$ cat src/rtl/core/owts_pkg.sv
// Package for the 1-Wire temperature sensor slave model.
// Holds the bus event codes, the job descriptor passed from front to back,
// and the CRC-8 helpers. Used by every module of the block.
package owts_pkg;

  // Bus event codes carried in the kind field.
  typedef enum logic [2:0] {
    KIND_BUS_RESET    = 3'd0,
    KIND_WRITE        = 3'd1,
    KIND_READ         = 3'd2,
    KIND_SEARCH_RESET = 3'd3,
    KIND_SEARCH       = 3'd4
  } kind_e;

  // Configuration register indexes.
  typedef enum logic [0:0] {
    CFG_TEMPERATURE = 1'b0,
    CFG_ROM_SERIAL  = 1'b1
  } cfg_index_e;

  // Work handed from the front part to the back part.
  typedef enum logic [1:0] {
    JOB_PRESENT = 2'd0,
    JOB_SP_BYTE = 2'd1,
    JOB_EMPTY   = 2'd2,
    JOB_ROM     = 2'd3
  } job_op_e;

  localparam int unsigned SP_BYTES  = 9;
  localparam int unsigned SP_POS_W  = 4;
  localparam int unsigned ROM_BYTES = 8;
  localparam int unsigned ROM_IDX_W = $clog2(ROM_BYTES);

  typedef struct packed {
    job_op_e              op;
    logic [SP_POS_W-1:0]  pos;
  } job_t;

  // Job queue sizing.
  localparam int unsigned QUEUE_DEPTH = 4;
  localparam int unsigned QPTR_W      = $clog2(QUEUE_DEPTH);
  localparam int unsigned QCNT_W      = $clog2(QUEUE_DEPTH + 1);

  // Register widths and reset values.
  localparam int unsigned TEMP_W   = 12;
  localparam int unsigned SERIAL_W = 48;
  localparam int unsigned CFG_W    = SERIAL_W;
  localparam logic [TEMP_W-1:0]   TEMP_RESET   = 12'd720;
  localparam logic [SERIAL_W-1:0] SERIAL_RESET = 48'h0100_0000_0000;

  // Protocol constants.
  localparam logic [7:0] CMD_READ_SP = 8'hBE;
  localparam logic [7:0] CRC_POLY    = 8'h8C;
  localparam logic [7:0] ROM_FAMILY  = 8'h28;
  localparam logic [7:0] BYTE_EMPTY  = 8'hFF;

  // Fixed scratchpad bytes 2 to 7.
  localparam logic [7:0] SP_FIXED [6] = '{8'h4B, 8'h46, 8'h7F, 8'hFF, 8'h0C, 8'h10};

  // One byte of the reflected CRC-8, LSB first.
  function automatic logic [7:0] crc8_byte(input logic [7:0] crc_in, input logic [7:0] data);
    logic [7:0] c;
    logic [7:0] v;
    logic       mix;
    c = crc_in;
    v = data;
    for (int b = 0; b < 8; b++) begin
      mix = c[0] ^ v[0];
      c   = c >> 1;
      if (mix) begin
        c = c ^ CRC_POLY;
      end
      v = v >> 1;
    end
    return c;
  endfunction

  // CRC over the six fixed scratchpad bytes, starting from a given value.
  // Only evaluated on constants to build the mixing table below.
  function automatic logic [7:0] crc_tail(input logic [7:0] crc_in);
    logic [7:0] c;
    c = crc_in;
    for (int i = 0; i < 6; i++) begin
      c = crc8_byte(c, SP_FIXED[i]);
    end
    return c;
  endfunction

  // The tail is affine in its start value: a constant plus one column per bit.
  localparam logic [7:0] TAIL_K = crc_tail(8'h00);
  localparam logic [7:0] TAIL_COL [8] = '{
    crc_tail(8'h01) ^ TAIL_K, crc_tail(8'h02) ^ TAIL_K,
    crc_tail(8'h04) ^ TAIL_K, crc_tail(8'h08) ^ TAIL_K,
    crc_tail(8'h10) ^ TAIL_K, crc_tail(8'h20) ^ TAIL_K,
    crc_tail(8'h40) ^ TAIL_K, crc_tail(8'h80) ^ TAIL_K
  };

  // Final scratchpad CRC from the CRC after the two temperature bytes.
  function automatic logic [7:0] sp_crc_mix(input logic [7:0] crc_mid);
    logic [7:0] r;
    r = TAIL_K;
    for (int i = 0; i < 8; i++) begin
      if (crc_mid[i]) begin
        r = r ^ TAIL_COL[i];
      end
    end
    return r;
  endfunction

endpackage

$ cat src/rtl/core/owts_front.sv
// Front part: accepts bus events, keeps the command and position state,
// and queues one job per event that produces results. Uses owts_pkg.
module owts_front (
  input  logic                 clk_i,
  input  logic                 rst_ni,
  input  logic                 in_valid_i,
  output logic                 in_stall_o,
  input  logic [2:0]           kind_i,
  input  logic [7:0]           data_in_i,
  input  logic                 q_full_i,
  output logic                 push_o,
  output owts_pkg::job_t       job_o
);
  import owts_pkg::*;

  logic [7:0]          cmd_q, cmd_d;
  logic [SP_POS_W-1:0] pos_q, pos_d;
  logic                srch_done_q, srch_done_d;
  logic                accept;

  // Stall only when there is no room for a job.
  assign in_stall_o = q_full_i;
  assign accept     = in_valid_i && !in_stall_o;

  // Classify the event and update the state.
  always_comb begin
    cmd_d       = cmd_q;
    pos_d       = pos_q;
    srch_done_d = srch_done_q;
    push_o      = 1'b0;
    job_o.op    = JOB_EMPTY;
    job_o.pos   = pos_q;
    if (accept) begin
      case (kind_e'(kind_i))
        KIND_BUS_RESET: begin
          pos_d    = '0;
          push_o   = 1'b1;
          job_o.op = JOB_PRESENT;
        end
        KIND_WRITE: begin
          cmd_d = data_in_i;
          pos_d = '0;
        end
        KIND_READ: begin
          push_o = 1'b1;
          if (cmd_q == CMD_READ_SP && pos_q < SP_POS_W'(SP_BYTES)) begin
            job_o.op = JOB_SP_BYTE;
            pos_d    = pos_q + SP_POS_W'(1);
          end else begin
            job_o.op = JOB_EMPTY;
          end
        end
        KIND_SEARCH_RESET: begin
          srch_done_d = 1'b0;
        end
        KIND_SEARCH: begin
          push_o = 1'b1;
          if (srch_done_q) begin
            job_o.op = JOB_EMPTY;
          end else begin
            job_o.op    = JOB_ROM;
            srch_done_d = 1'b1;
          end
        end
        default: begin
          // Unused codes are dropped.
        end
      endcase
    end
  end

  // State registers.
  always_ff @(posedge clk_i or negedge rst_ni) begin
    if (!rst_ni) begin
      cmd_q       <= '0;
      pos_q       <= '0;
      srch_done_q <= 1'b0;
    end else begin
      cmd_q       <= cmd_d;
      pos_q       <= pos_d;
      srch_done_q <= srch_done_d;
    end
  end

endmodule

$ cat src/rtl/core/owts_queue.sv
// Short job queue between the front and back parts.
// Register-based FIFO of owts_pkg::job_t entries.
module owts_queue (
  input  logic           clk_i,
  input  logic           rst_ni,
  input  logic           push_i,
  input  owts_pkg::job_t job_i,
  input  logic           pop_i,
  output owts_pkg::job_t job_o,
  output logic           valid_o,
  output logic           full_o
);
  import owts_pkg::*;

  job_t              mem_q [QUEUE_DEPTH];
  logic [QPTR_W-1:0] wr_ptr_q, rd_ptr_q;
  logic [QCNT_W-1:0] cnt_q, cnt_d;

  assign valid_o = (cnt_q != '0);
  assign full_o  = (cnt_q == QCNT_W'(QUEUE_DEPTH));
  assign job_o   = mem_q[rd_ptr_q];

  // Occupancy follows push and pop together.
  always_comb begin
    cnt_d = cnt_q;
    if (push_i && !pop_i) begin
      cnt_d = cnt_q + QCNT_W'(1);
    end else if (pop_i && !push_i) begin
      cnt_d = cnt_q - QCNT_W'(1);
    end
  end

  // Pointers and count.
  always_ff @(posedge clk_i or negedge rst_ni) begin
    if (!rst_ni) begin
      wr_ptr_q <= '0;
      rd_ptr_q <= '0;
      cnt_q    <= '0;
    end else begin
      if (push_i) begin
        wr_ptr_q <= wr_ptr_q + QPTR_W'(1);
      end
      if (pop_i) begin
        rd_ptr_q <= rd_ptr_q + QPTR_W'(1);
      end
      cnt_q <= cnt_d;
    end
  end

  // Entry storage.
  always_ff @(posedge clk_i) begin
    if (push_i) begin
      mem_q[wr_ptr_q] <= job_i;
    end
  end

`ifndef SYNTHESIS
  a_no_push_full: assert property (@(posedge clk_i) disable iff (!rst_ni)
    push_i |-> !full_o)
    else $error("job pushed into a full queue");
  a_no_pop_empty: assert property (@(posedge clk_i) disable iff (!rst_ni)
    pop_i |-> valid_o)
    else $error("job popped from an empty queue");
  a_cnt_bound: assert property (@(posedge clk_i) disable iff (!rst_ni)
    cnt_q <= QCNT_W'(QUEUE_DEPTH))
    else $error("queue count beyond depth");
`endif

endmodule

$ cat src/rtl/core/owts_back.sv
// Back part: holds the configuration registers, turns jobs into result
// beats and streams ROM bytes with a running CRC. Uses owts_pkg.
module owts_back (
  input  logic                          clk_i,
  input  logic                          rst_ni,
  input  logic                          cfg_we_i,
  input  logic [0:0]                    cfg_index_i,
  input  logic [owts_pkg::CFG_W-1:0]    cfg_wdata_i,
  input  logic                          q_valid_i,
  input  owts_pkg::job_t                q_job_i,
  output logic                          pop_o,
  output logic                          out_valid_o,
  input  logic                          out_stall_i,
  output logic [7:0]                    read_data_o,
  output logic                          present_o,
  output logic                          found_o,
  output logic                          last_o
);
  import owts_pkg::*;

  logic [TEMP_W-1:0]    temp_q;
  logic [SERIAL_W-1:0]  serial_q;
  logic [7:0]           crc0_q;
  logic [7:0]           temp_lo, temp_hi, sp_crc;

  logic                 busy_q, busy_d;
  logic [ROM_IDX_W-1:0] idx_q, idx_d;
  logic [7:0]           crc_q, crc_d;
  logic [7:0]           rom_byte;
  logic                 slot_free;

  logic                 out_valid_q, out_valid_d;
  logic [7:0]           data_q, data_d;
  logic                 present_q, present_d;
  logic                 found_q, found_d;
  logic                 last_q, last_d;

  // Configuration registers.
  always_ff @(posedge clk_i or negedge rst_ni) begin
    if (!rst_ni) begin
      temp_q   <= TEMP_RESET;
      serial_q <= SERIAL_RESET;
    end else if (cfg_we_i) begin
      case (cfg_index_e'(cfg_index_i))
        CFG_TEMPERATURE: temp_q   <= cfg_wdata_i[TEMP_W-1:0];
        CFG_ROM_SERIAL:  serial_q <= cfg_wdata_i[SERIAL_W-1:0];
        default: begin
        end
      endcase
    end
  end

  // Scratchpad temperature bytes, sign-extended to 16 bits.
  assign temp_lo = temp_q[7:0];
  assign temp_hi = {{4{temp_q[TEMP_W-1]}}, temp_q[TEMP_W-1:8]};

  // Scratchpad CRC: first byte is registered, the rest follows in one step.
  always_ff @(posedge clk_i) begin
    crc0_q <= crc8_byte(8'h00, temp_lo);
  end
  assign sp_crc = sp_crc_mix(crc8_byte(crc0_q, temp_hi));

  // ROM byte at the current burst index.
  always_comb begin
    case (idx_q)
      3'd1:    rom_byte = serial_q[7:0];
      3'd2:    rom_byte = serial_q[15:8];
      3'd3:    rom_byte = serial_q[23:16];
      3'd4:    rom_byte = serial_q[31:24];
      3'd5:    rom_byte = serial_q[39:32];
      3'd6:    rom_byte = serial_q[47:40];
      3'd7:    rom_byte = crc_q;
      default: rom_byte = ROM_FAMILY;
    endcase
  end

  // The output register can take a beat when empty or being drained.
  assign slot_free = !out_valid_q || !out_stall_i;
  assign pop_o     = slot_free && !busy_q && q_valid_i;

  // Result selection.
  always_comb begin
    busy_d      = busy_q;
    idx_d       = idx_q;
    crc_d       = crc_q;
    out_valid_d = out_valid_q;
    data_d      = data_q;
    present_d   = present_q;
    found_d     = found_q;
    last_d      = last_q;
    if (slot_free) begin
      out_valid_d = 1'b0;
      if (busy_q) begin
        // Continue a ROM burst.
        out_valid_d = 1'b1;
        data_d      = rom_byte;
        present_d   = 1'b0;
        found_d     = 1'b1;
        last_d      = (idx_q == ROM_IDX_W'(ROM_BYTES - 1));
        crc_d       = crc8_byte(crc_q, rom_byte);
        idx_d       = idx_q + ROM_IDX_W'(1);
        if (idx_q == ROM_IDX_W'(ROM_BYTES - 1)) begin
          busy_d = 1'b0;
        end
      end else if (q_valid_i) begin
        out_valid_d = 1'b1;
        present_d   = 1'b0;
        found_d     = 1'b0;
        last_d      = 1'b1;
        case (q_job_i.op)
          JOB_PRESENT: begin
            data_d    = 8'h00;
            present_d = 1'b1;
          end
          JOB_SP_BYTE: begin
            case (q_job_i.pos)
              4'd0:    data_d = temp_lo;
              4'd1:    data_d = temp_hi;
              4'd2:    data_d = SP_FIXED[0];
              4'd3:    data_d = SP_FIXED[1];
              4'd4:    data_d = SP_FIXED[2];
              4'd5:    data_d = SP_FIXED[3];
              4'd6:    data_d = SP_FIXED[4];
              4'd7:    data_d = SP_FIXED[5];
              default: data_d = sp_crc;
            endcase
          end
          JOB_ROM: begin
            // First ROM byte goes out now, the other seven follow.
            data_d  = ROM_FAMILY;
            found_d = 1'b1;
            last_d  = 1'b0;
            crc_d   = crc8_byte(8'h00, ROM_FAMILY);
            idx_d   = ROM_IDX_W'(1);
            busy_d  = 1'b1;
          end
          default: begin
            data_d = BYTE_EMPTY;
          end
        endcase
      end
    end
  end

  // Control registers.
  always_ff @(posedge clk_i or negedge rst_ni) begin
    if (!rst_ni) begin
      busy_q      <= 1'b0;
      idx_q       <= '0;
      out_valid_q <= 1'b0;
    end else begin
      busy_q      <= busy_d;
      idx_q       <= idx_d;
      out_valid_q <= out_valid_d;
    end
  end

  // Payload registers.
  always_ff @(posedge clk_i) begin
    crc_q     <= crc_d;
    data_q    <= data_d;
    present_q <= present_d;
    found_q   <= found_d;
    last_q    <= last_d;
  end

  assign out_valid_o = out_valid_q;
  assign read_data_o = data_q;
  assign present_o   = present_q;
  assign found_o     = found_q;
  assign last_o      = last_q;

`ifndef SYNTHESIS
  a_mid_burst_found: assert property (@(posedge clk_i) disable iff (!rst_ni)
    (out_valid_o && !last_o) |-> found_o)
    else $error("non-final beat outside a ROM burst");
  a_burst_no_pop: assert property (@(posedge clk_i) disable iff (!rst_ni)
    busy_q |-> !pop_o)
    else $error("job popped during a ROM burst");
  a_burst_continues: assert property (@(posedge clk_i) disable iff (!rst_ni)
    (busy_q && slot_free && idx_q != ROM_IDX_W'(ROM_BYTES - 1)) |=> busy_q)
    else $error("ROM burst ended early");
`endif

endmodule

$ cat src/rtl/core/one_wire_thermometer_slave_model_top.sv
// Top level of the 1-Wire temperature sensor slave model.
// Connects owts_front, owts_queue and owts_back; uses owts_pkg.
//
// Usage:
//   Input channel: one bus event per beat (kind_i, data_in_i) under
//   in_valid_i / in_stall_o. Write and search-reset events make no result;
//   bus reset, read and search events make result beats on the output
//   channel (read_data_o, present_o, found_o, last_o) under out_valid_o /
//   out_stall_i. last_o marks the final beat of one event.
//   Configuration: cfg_we_i writes cfg_wdata_i into register cfg_index_i
//   (0 temperature, 1 ROM serial) on the clock edge; the user must write
//   them only while the block is idle, which the block does not enforce.
//   Timing: an accepted event goes into the job queue and its result beats
//   leave from the output register. Throughput: one event per cycle while
//   in_stall_o is low; a search that emits the ROM sends eight ROM bytes,
//   one per cycle while out_stall_i is low, the ROM CRC built as they go out.
//   A four-entry job queue sits between the event decoder and the result
//   stage; when the receiver stalls, the queue fills and in_stall_o rises
//   only once it is full. Results are never dropped or repeated.
//   Reset (rst_ni low) clears the command, read position, search flag,
//   queue and output valid, and loads the register reset values.
module one_wire_thermometer_slave_model_top (
  input  logic                       clk_i,
  input  logic                       rst_ni,
  input  logic                       in_valid_i,
  output logic                       in_stall_o,
  input  logic [2:0]                 kind_i,
  input  logic [7:0]                 data_in_i,
  output logic                       out_valid_o,
  input  logic                       out_stall_i,
  output logic [7:0]                 read_data_o,
  output logic                       present_o,
  output logic                       found_o,
  output logic                       last_o,
  input  logic                       cfg_we_i,
  input  logic [0:0]                 cfg_index_i,
  input  logic [owts_pkg::CFG_W-1:0] cfg_wdata_i
);
  import owts_pkg::*;

  logic q_full, q_valid, push, pop;
  job_t push_job, head_job;

  // Event decoder and state.
  owts_front u_front (
    .clk_i      (clk_i),
    .rst_ni     (rst_ni),
    .in_valid_i (in_valid_i),
    .in_stall_o (in_stall_o),
    .kind_i     (kind_i),
    .data_in_i  (data_in_i),
    .q_full_i   (q_full),
    .push_o     (push),
    .job_o      (push_job)
  );

  // Job queue.
  owts_queue u_queue (
    .clk_i   (clk_i),
    .rst_ni  (rst_ni),
    .push_i  (push),
    .job_i   (push_job),
    .pop_i   (pop),
    .job_o   (head_job),
    .valid_o (q_valid),
    .full_o  (q_full)
  );

  // Result stage.
  owts_back u_back (
    .clk_i       (clk_i),
    .rst_ni      (rst_ni),
    .cfg_we_i    (cfg_we_i),
    .cfg_index_i (cfg_index_i),
    .cfg_wdata_i (cfg_wdata_i),
    .q_valid_i   (q_valid),
    .q_job_i     (head_job),
    .pop_o       (pop),
    .out_valid_o (out_valid_o),
    .out_stall_i (out_stall_i),
    .read_data_o (read_data_o),
    .present_o   (present_o),
    .found_o     (found_o),
    .last_o      (last_o)
  );

endmodule
$ cat config.mk
export PLATFORM = sky130hd
export DESIGN_NAME = one_wire_thermometer_slave_model_top
export DESIGN_NICKNAME = d
export VERILOG_FILES = /design/src/rtl/core/owts_pkg.sv /design/src/rtl/core/owts_front.sv /design/src/rtl/core/owts_queue.sv /design/src/rtl/core/owts_back.sv /design/src/rtl/core/one_wire_thermometer_slave_model_top.sv
export SDC_FILE = /design/constraint.sdc
export NUM_CORES = 1
export LEC_CHECK = 0
export CORE_ASPECT_RATIO = 1.4
export CORE_MARGIN = 5
export CORE_UTILIZATION = 65
export CTS_CLUSTER_SIZE = 24
export DETAILED_ROUTE_END_ITERATION = 10
export DONT_BUFFER_PORTS = 1
export MAX_ROUTING_LAYER = met4
export PLACE_DENSITY = 0.86
export REMOVE_ABC_BUFFERS = 1
export SLEW_MARGIN = 20
export SYNTH_ARGS = -nofsm -noshare
export SYNTH_HDL_FRONTEND = slang
export SYNTH_SLANG_ARGS = --single-unit
$ cat constraint.sdc
create_clock -name clk_i -period 8.4 [get_ports clk_i]
set_input_delay 1.68 -clock clk_i [delete_from_list [all_inputs] [get_ports clk_i]]
set_output_delay 1.68 -clock clk_i [all_outputs]
set_load 0.02 [all_outputs]
# Word-level counts from Yosys, hierarchy flattened
# Memories as Yosys holds them, arrays and structs flattened.
# Index checks and enable logic that the tools add are counted.
dict set report totals {
  reg_bits 112
  ramBits 24
  inputBits 65
  elab_cells 216
  memories 1
}
# memory words width read_ports rd_ports_with_merged_regs wr line_no
set memory_table {}
lappend memory_table {u_queue.mem_q 4 6 1 0 1 owts_queue.sv:15} ;# job_t mem_q [QUEUE_DEPTH];
dict set report op_classes {
  n_addsub 6
  order_cmp 1
  n_eq_ne 23
  muxes 82
  bitwise_logic 54
  n_reduce_logical 31
}
# op n
set ops {}
lappend ops {{two-way mux 8 bit} 46}
lappend ops {{inverter 2 -> 3 bit} 23}
lappend ops {{one-hot mux 8 bit (8 select lines)} 1}
lappend ops {{one-hot mux 8 bit (7 select lines)} 1}
lappend ops {{inverter 5 bit} 6}
lappend ops {{one-hot mux 8 bit (3 select lines)} 1}
lappend ops {{bitwise XOR 1 bit} 23}
lappend ops {{two-way mux 7 bit} 3}
lappend ops {{== test 3 bit, second input constant} 6}
lappend ops {{two-way mux 1 bit} 17}
lappend ops {{== test 4 x 3 -> 1 bit, second input constant} 4}
lappend ops {{two-way mux 3 bit} 5}
lappend ops {{== test 3 x 2 -> 1 bit, second input constant} 4}
lappend ops {{AND reduction 2 bit} 5}
lappend ops {{nonzero test 2 bit} 5}
lappend ops {{== test 4 x 2 -> 1 bit, second input constant} 2}
lappend ops {{== test 8 bit, second input constant} 1}
lappend ops {{two-way mux 4 bit} 2}
lappend ops {{one-hot mux 4 bit (2 select lines)} 1}
lappend ops {{adder 3 x 1 -> 3 bit, second input constant} 2}
lappend ops {{== test 3 x 1 -> 1 bit, second input constant} 2}
lappend ops {{logical AND 1 bit} 6}
lappend ops {{zero test 1 bit} 6}
lappend ops {{two-way mux 6 bit} 1}
lappend ops {{21 further kinds} 24}

# Depth between registers and ports, before layout
dict set report logic_depth {
  ltp_word 35
  depth_mapped 11
  mapped_depth_nobuf 9
}

# Modules after synthesis
# A second synthesis with hierarchy kept.
dict set report unflattened {
  hier_cells 529
  hier_area_um2 6872.8
}
# mod n_inst cells_per_inst area_each_um2 seq_area_each_um2
set by_module_without_submodules {}
lappend by_module_without_submodules {owts_back 1 398 4899.7 2363.5}
lappend by_module_without_submodules {owts_queue 1 66 1263.7 895.9}
lappend by_module_without_submodules {owts_front 1 65 709.4 325.3}

# Least setup slack after synthesis
# No wires, ideal clock.
dict set report synth_path {
  kind {input port to flip-flop}
  start {input kind_i[1]}
  end {register u_queue.cnt_q[2]}
  setup_ns 0.079
  arrival_ns 3.505
  required_ns 8.321
  setup_slack_ns 4.816
  cell_stages 8
  cell_sequence {clkbuf_1 > a211oi_1 > ha_1 > inv_1 > fa_1 > xor2_1 > nor2_1 > xor2_1}
}
dict set report synth_between {
  elab_chain_len 7
}
# element line_no
set synth_lines {}
lappend synth_lines {{start, declared} one_wire_thermometer_slave_model_top.sv:27} ;# input logic [2:0] kind_i,
lappend synth_lines {{== test 3 x 2 -> 1 bit (tied with other cells)} owts_front.sv:34} ;# case (kind_e'(kind_i))
lappend synth_lines {{OR reduction 3 bit (no line) *} --}
lappend synth_lines {{two-way mux 1 bit *} owts_front.sv:34}
lappend synth_lines {{two-way mux 1 bit *} owts_front.sv:33} ;# if (accept) begin
lappend synth_lines {{via push} one_wire_thermometer_slave_model_top.sv:41} ;# logic q_full, q_valid, push, pop;
lappend synth_lines {{zero test 1 bit} owts_queue.sv:28} ;# end else if (pop_i && !push_i) begin
lappend synth_lines {{logical AND 1 bit} owts_queue.sv:28}
lappend synth_lines {{nonzero test 2 bit (no line)} --}
lappend synth_lines {{end signal, assigned} owts_queue.sv:46} ;# cnt_q <= cnt_d;
lappend synth_lines {{end, declared} owts_queue.sv:17} ;# logic [QCNT_W-1:0] cnt_q, cnt_d;
# The timed path passes the listed nets; every way through them passes the cells marked *.
# A chain may end at the register's enable or synchronous reset.

# Worst setup path in the final report
dict set report layout_path {
  start {input in_valid_i}
  end {register u_queue.cnt_q[2]}
}
dict set report layout_between {
  elab_chain_len 5
}
# element line_no
set layout_lines {}
lappend layout_lines {{start, declared} one_wire_thermometer_slave_model_top.sv:25} ;# input logic in_valid_i,
lappend layout_lines {{logical AND 1 bit *} owts_front.sv:23} ;# assign accept = in_valid_i && !in_stall_o;
lappend layout_lines {{two-way mux 1 bit *} owts_front.sv:33}
lappend layout_lines {{via push} one_wire_thermometer_slave_model_top.sv:41}
lappend layout_lines {{zero test 1 bit} owts_queue.sv:28}
lappend layout_lines {{logical AND 1 bit} owts_queue.sv:28}
lappend layout_lines {{nonzero test 2 bit (no line)} --}
# Marked as above.

==> impl_results.md <==
* Run status: complete, no violations
* Critical Setup Path Class: input pin to register
* Largest family of logic cells by synthesized area: multiplexers
* FF/Latch Area at 3585 um^2
* Synth Cell Area at 6636 um^2
* Pwr dens at 453.3 nW/um^2
* Die ar. at 12360 um^2
* Synth unique cells at 62
* Top cells by count, synth: dfrtp_1, mux2_2, edfxtp_1
* Worst-path clk slew at 0.06 ns
* R2R cell count at 8
* Drt wl/cell at 21.26 um
* Initial antenna violation count at 1
* Multi-input combinational cell area at 2893 um^2
* Final hold violation count at 0
* Clk buf depth at 2
* Synth area leaders: dfrtp_1, edfxtp_1, mux2_2
* Setup TNS at 0 ns
* Die Span Y at 129.6 um
* Syn Area/Cell at 12.76 um^2
* Tmin final at 3.493 ns
* Largest net degree at the start of global routing at 86
* Ratio of cells with drive above 1 in the final layout at 22.45%
* DRT Pass-1 Iters at 5
* Max Cap Viol at 0
* Critical Path AT at 3.82 ns
* CP Max Fanout at 8
* Fillers at 627
* Grt ovf at 0
* Clk Latency, worst-skew pair at 0.42 ns
* Routed vias at 4108
* CP Capture Type: register
* Root buffer cell: clkbuf_16
* Iteration-0 DRC Markers at 281
* Final nets at 596
* FF+latch count, synth at 136
* Peak VDD IR at 0.1914 mV
* Slew HR at 43.34%
* Worst Setup Slack, final at 4.907 ns
* Final setup vio count at 0
* Global-route wire length before repair at 22890 um
* I/O pin total at 78
* Fmax at 286.3 MHz
* Core ar. at 9953 um^2
* Period utilization at 41.58%
* Post-synth EDFFs at 43
* Clock sink total at 136
* H-tree depth at 4
* Post-detail-place hpwl at 9946 um
* CP startpoint kind: input pin
* Count leader, synth: dfrtp_1
* Sequential area share after synthesis at 54.02%
* Total GRT Usage at 25.67%
* Worst Tran Pin Value at 0.8448 ns
* # rows at 43
* Postcts setup bufs at 0
* GP Congestion at 0.8829
* Routed Antenna Nets at 0
* YS warnings at 0
* RSZ-0062 raised after global routing: false
* Vias in the first global route at 4537
* Starting Density at 66.68%
* Post-Synth XOR/XNOR Area at 8.371%
* # resized after CTS at 0
* Die X at 95.40 um
* Critical Path RT at 8.72 ns
* Worst Hold Class: register to register
* Clock Skews at 0.01195 ns
* Hold-fix buffers at CTS at 0
* Post-Route WL at 14160 um
* Synth Area in Adders at 2.753%
* Synth async-reset ratio at 62.50%
* Post-synth top flop: dfrtp_1
* # port buffers at 0
* TritonCTS Buffers at 17
* Synth top area share at 30.17%
* Simple-gate share of the synthesized area at 7.070%
* Pre-CTS setup slack at 4.499 ns
* Hold path depth at 1
* Drc violations at 0
* Static Leak at 2.919 nW
* Max Slew Vio Count at 0
* Mux share of post-synthesis cell area at 15.38%
* Area delta synth->final at 10.26%
* Post-synth top area cell: dfrtp_1
* Synth Area in Compound Gates at 9.936%
* Via density per instance at 6.168
* Post-Syn Instances at 520
* CTS tree: done
worst paths after layout:
check	start	endpoint	slack, ns
max	in_valid_i	u_queue.cnt_q[2]	4.91
min	u_front.cmd_q[5]	u_front.cmd_q[5]	0.49
max reg2reg	u_back.idx_q[2]	u_back.crc_q[1]	5.08
min reg2reg	u_front.cmd_q[5]	u_front.cmd_q[5]	0.49
max in group asynchronous	rst_ni	u_back.temp_q[6]	7.24
min in group asynchronous	rst_ni	u_queue.wr_ptr_q[1]	0.96
area by class of cell:
cell class	instances	area share [%]
inverter	17	0.8721
multi-input combinational	344	39.53
clock inverter	12	2.052
tap	135	2.308
clock buffer	20	6.105
timing repair buffer	1	0.1026
antenna	1	0.03420
sequential	136	48.99
placed cells by master, fill, tap and decap left out, types with 9 or more instances in the layout:
cell type  instances
clkbuf_16         17
xor2_1            15
a22oi_1           12
inv_1             16
a21oi_1           20
nand2b_1           9
dfrtp_1           80
xnor2_1           32
nand2_1           30
mux2_1            12
ha_1              13
nor2_1            22
mux2_2            60
edfxtp_1          43
critical path: stages:
cell and delay [ns]:
nand2b_1 0.09, a211oi_1 0.73, ha_1 0.32, inv_1 0.08, fa_1 0.43, xor2_1 0.15
nor2_1 0.13, xor2_1 0.20
power breakdown:
group          internal [mW]  switching [mW]  total [mW]  leakage, nW
registers              0.930           0.199        1.13         1.46
clock network          0.474           0.274       0.747        0.287
logic                  0.676           0.765        1.44         1.17
per-layer routing:
metal	track usage (%)	routed length, um
met5	-	0
met4	13.57	726
met3	8.014	903
met2	42.76	7439
met1	27.02	5085
logic make-up after synthesis:
logic type | count (synthesis)
compound gates | 94
xor+xnor | 55
fa+ha+maj | 14
buf+inv | 40
flops | 136
mux | 85
simple gates | 96
sequential cells by signal, indices dropped and copies added (netlist names), 2 cells and up:
signal,count
u_queue.rd_ptr_q,2
u_back.crc_q,8
u_back.read_data_o,8
u_front.cmd_q,8
u_queue.wr_ptr_q,2
u_back.serial_q,48
u_front.pos_q,4
u_back.idx_q,3
u_queue.mem_q,24
u_back.temp_q,12
u_queue.cnt_q,3
u_back.crc0_q,8
stage by stage:
step | utilization [%] | std cells | hold WS, ns | area, um^2 | power, mW
after floorplan | - | 497 | 0.4471 | 6536 | 2.243
after global placement | 67.47 | 633 | 0.4626 | 6715 | 2.479
after detailed placement | 67.47 | 633 | 0.4818 | 6715 | 2.544
after CTS | 73.46 | 665 | 0.4940 | 7312 | 3.312
after global routing | 73.51 | 666 | 0.5137 | 7317 | 3.495
final | 73.51 | 666 | 0.4910 | 7317 | 3.317
No activity file was read; power rests on OpenSTA's default activity.
